## config.mk

```make
export PLATFORM = sky130hd
export DESIGN_NAME = pbm_mul
export DESIGN_NICKNAME = d
export VERILOG_FILES = /design/src/rtl/pbm_pkg.sv /design/src/rtl/pbm_mul.sv
export SDC_FILE = /design/constraint.sdc
export NUM_CORES = 2
export LEC_CHECK = 0
export BUFFER_PORTS_ARGS = -buffer_cell sky130_fd_sc_hd__buf_2
export CAP_MARGIN = 0
export CORE_ASPECT_RATIO = 0.5
export CORE_MARGIN = 2
export CORE_UTILIZATION = 55
export DETAILED_ROUTE_END_ITERATION = 8
export PLACE_DENSITY = 0.72
export SETUP_SLACK_MARGIN = 0.15
export SLEW_MARGIN = 15
export SYNTH_ARGS = -nofsm -noshare
export SYNTH_HDL_FRONTEND = slang
export SYNTH_SLANG_ARGS = --single-unit
```

## constraint.sdc

```tcl
create_clock -name clk -period 10.4 [get_ports clk]
set_input_delay 1.04 -clock clk [delete_from_list [all_inputs] [get_ports clk]]
set_output_delay 1.04 -clock clk [all_outputs]
set_load 0.1 [all_outputs]
```

## src/rtl/pbm_pkg.sv

```systemverilog
// Shared widths, limits and sequencer states for the profile bin merge block.
`default_nettype none
package pbm_pkg;

	localparam int MUL_W = 32;              // shared multiplier operand width
	localparam int PROD_W = 2 * MUL_W;
	localparam int WS_W = 40;               // weighted sum, signed, 2^-8 units
	localparam int SS_W = 64;               // square sum, unsigned, 2^-16 units
	localparam int ET_W = 22;               // entry total
	localparam int ACC_W = 88;              // signed numerator accumulator
	localparam int DIV_W = 66;              // divisor / partial remainder width
	localparam int QX_W = 32;               // quotient and dividend shift register

	localparam logic [WS_W-1:0] WS_MAX = {1'b0, {(WS_W-1){1'b1}}};
	localparam logic [WS_W-1:0] WS_MIN = {1'b1, {(WS_W-1){1'b0}}};

	typedef enum logic [4:0] {
		ST_IDLE,
		ST_A1, ST_A2, ST_A3, ST_A4, ST_A5,
		ST_F1, ST_F2, ST_F3, ST_F4, ST_F5, ST_F6, ST_F7, ST_F8, ST_F9,
		ST_ECHK, ST_EDIV, ST_SQRT,
		ST_MCHK, ST_MDIV,
		ST_DONE
	} state_t;

endpackage
`default_nettype wire

```

## src/rtl/pbm_mul.sv

```systemverilog
// Shared unsigned multiplier with a registered product.
`default_nettype none
module pbm_mul (
	input  wire logic                         clk,
	input  wire logic [pbm_pkg::MUL_W-1:0]    a,
	input  wire logic [pbm_pkg::MUL_W-1:0]    b,
	output logic      [pbm_pkg::PROD_W-1:0]   p
);

	logic [pbm_pkg::PROD_W-1:0] p_q;

	always_ff @(posedge clk) begin
		p_q <= a * b;
	end

	assign p = p_q;

endmodule
`default_nettype wire

```

==> out/qor.csv <==
stage,metric,value,unit
layout,number of flip-flops in the largest register,64,
timing,Slew Limit Fails,0,
timing,Fin. Hold Viols,0,
run_status,status,"complete, no violations",
cts,post-CTS setup repair buffer count,0,
placement,Port Buffer Count,128,
detailed_routing,Starting DRT DRC Count,1484,
timing,fmax,110.7,MHz
timing,Fin Setup TNS,0,ns
layout,share of cells above drive strength 1,4.566,%
global_route,final global-route overflow total,0,
cts,clock transition at the registers of the reported paths,0.07,ns
cts,CTS tree,built,
synthesis,top_reg_cell synth,dfxtp_1,
critical_path,Worst EP required,10.70,ns
critical_path,Critical Path Slowest Stage Cell,a31oi_1,
die,CORE AREA,62700,µm²
synthesis,synthesized instance count,3748,
detailed_routing,DR WL/cell,19.67,µm
critical_path,crit-path max cell delay,0.77,ns
critical_path,buffers and inverters on the worst path,2,
critical_path,crit-path cells,buf_2 -> nand2_1 -> fa_1 -> fa_1 -> fa_1 -> fa_1 -> inv_1 -> fa_1 -> fa_1 -> fa_1 -> fa_1 -> ha_1 -> nand4_1 -> or4_1 -> or3_1 -> a31oi_1 -> a31o_2 -> a211oi_1 -> o21ai_1 -> xor2_1,
synthesis,sequential-to-total area share from yosys stat,3.695,%
die,die height,181.6,µm
synthesis,Post-Syn Nets,4972,
timing,Slew HR,37.24,%
cts,clock root buffer,clkbuf_16,
run,total of max-cap violations,0,
cts,cts repair resizes,0,
critical_path,CP arrival,9.33,ns
die,Site Rows,65,
critical_path,CP Capture Type,flip-flop,
detailed_routing,via count,24891,
cts,CTS H-Tree Depth,3,
synthesis,Synth warnings,0,
critical_path,CP max FO,32,
die,die area,65190,µm²
die,Die Wd,359.1,µm
global_route,vias in the first global route,27710,
layout,fill count,5477,
global_route,initial antenna violation count,0,
cts,Longest Clk Path Bufs,2,
timing,final critical-path required period,9.029,ns
critical_path,Setup CP Type,input port to flip-flop,
synthesis,Synth Cell Area,34680,µm²
critical_path,Critical Path Start Type,input port,
timing,setup violators final,0,
global_route,pin count of the biggest net entering global routing,33,
placement,DP HPWL,72570,µm
layout,Syn-to-layout area delta,3.576,%
placement,routability cong.,0.9168,
detailed_routing,drc violations,0,
global_route,first-pass GRT wire length,145900,µm
timing,RSZ-0062 raised after global routing,no,
synthesis,Netlist cell types,57,
global_route,Total GRT Usage,28.72,%
synthesis,register bit total from synthesis,64,
layout,Final #Nets,4898,
timing,Final period util,86.82,%
detailed_routing,WL final,88850,µm
cts,CTS sink count,64,
critical_path,critical path's most frequent cell,fa_1,
cts,cts hold-fix bufs,0,
cts,Num CTS Buffers,9,
critical_path,Top delay family on crit path,adder cells,
die,Boundary Pins,129,
synthesis,"Async S/R FF share, synth",0,%
detailed_routing,ANT nets after route,0,
timing,Worst-Margin Slew,0.9371,ns
synthesis,syn_area_per_cell,9.252,µm²
hold_path,Hold Path Class,input port to flip-flop,
detailed_routing,DR vias/cell,5.511,
detailed_routing,DRT Pass-1 Iters,6,
synthesis,Post-synth EDFFs,0,
die,Starting Density,55.30,%
[layout by cell type (no fill, tap or decap), types with 4 or more instances in the layout]
cell type / instances
fa_1: 896
inv_1: 865
and2_1: 602
nand2_1: 480
ha_1: 263
buf_2: 128
dfxtp_1: 64
a21oi_1: 63
a21o_1: 40
xnor2_1: 35
xor2_1: 25
nand4_1: 23
o21ai_0: 21
nor2_1: 20
and3_1: 14
a31oi_1: 12
o21bai_1: 10
nand3_1: 10
o21a_1: 9
clkbuf_16: 9
nor3_1: 7
buf_4: 7
o21ai_1: 5
a221o_1: 4
[through the flow]
| stage | setup WS [ns] | std cells | instance area (µm²) | utilization, % | hold WS (ns) |
|---|---|---|---|---|---|
| after floorplan | 2.607 | 3748 | 34680 | - | 1.167 |
| after global placement | 1.427 | 4500 | 35580 | 56.75 | 1.590 |
| after detailed placement | 1.206 | 4500 | 35580 | 56.75 | 1.590 |
| after CTS | 1.550 | 4516 | 35910 | 57.27 | 1.313 |
| after global routing | 1.106 | 4516 | 35910 | 57.27 | 1.335 |
| final | 1.371 | 4517 | 35920 | 57.28 | 1.331 |
[layer usage]
layer	vias up	global-route usage (%)	wire, µm
li1	10690	-	-
met5	-	0	0
met2	1009	50.71	45460
met1	12976	36.23	33570
met3	216	3.957	6002
met4	0	10.78	3811
[logic make-up (layout without fill, tap and decap cells)]
logic type | count (synthesis) | count (layout) | share of synthesized area [%]
AND/OR/NAND/NOR | 1177 | 1177 | 17.62
adder cells (fa/ha/maj) | 1159 | 1159 | 61.22
buffers and inverters | 1085 | 1016 | 11.77
AO/OA/AOI/OAI | 202 | 202 | 4.153
flip-flops | 64 | 64 | 3.695
XOR/XNOR | 60 | 60 | 1.515
multiplexers | 1 | 1 | 0.02887
other | 0 | 1 | 0
[final timing paths]
| path | startpoint | endpoint | slack (ns) | cells after the start |
|---|---|---|---|---|
| hold / removal | b[0] | p[0] | 1.33 | 2 |
| setup / recovery | a[23] | p[62] | 1.37 | 20 |
[cells in the mapped netlist (2+ instances only)]
cell	instances	area share [%]
a21oi_2	3	0.076
o21ai_1	5	0.072
a21oi_1	63	0.91
a31oi_1	12	0.22
nand3_1	10	0.14
and4_1	3	0.076
ha_1	263	9.5
o221ai_1	3	0.076
o21a_1	9	0.19
inv_1	865	9.4
or3_1	3	0.054
o221a_2	2	0.065
nand4_1	23	0.41
clkbuf_1	213	2.3
a311oi_1	2	0.051
or2_2	3	0.054
xor2_1	25	0.63
o21bai_1	10	0.22
o21ai_0	21	0.30
xnor2_1	35	0.88
nand2b_1	2	0.036
or4_1	3	0.065
and3_1	14	0.25
and3b_1	2	0.051
a221o_1	4	0.12
nor2_1	20	0.22
nor3_1	7	0.10
dfxtp_1	64	3.7
nand2_1	480	5.2
o31ai_1	2	0.043
a21boi_1	3	0.065
a21o_1	40	0.87
fa_1	896	52
and2_1	602	11
nor2b_1	2	0.036
o31ai_4	3	0.18
buf_2	6	0.087
o211ai_1	2	0.043
a221oi_4	3	0.23
a211oi_1	3	0.065
[cell type report]
| class | count | area (µm²) | area share, % |
|---|---|---|---|
| diodes | 1 | 2.502 | 0.006967 |
| clock buffers | 10 | 239.0 | 0.6654 |
| clock inverters | 6 | 91.34 | 0.2543 |
| inverters | 865 | 3247 | 9.040 |
| multi-input cells | 2599 | 29310 | 81.62 |
| flip-flops and latches | 64 | 1281 | 3.567 |
| well taps | 837 | 1047 | 2.916 |
| repair buffers | 135 | 693.2 | 1.930 |
Power is left out: the tool's default activity adds up to more than one toggle a clock period on the data nets, which glitch-free logic cannot reach.
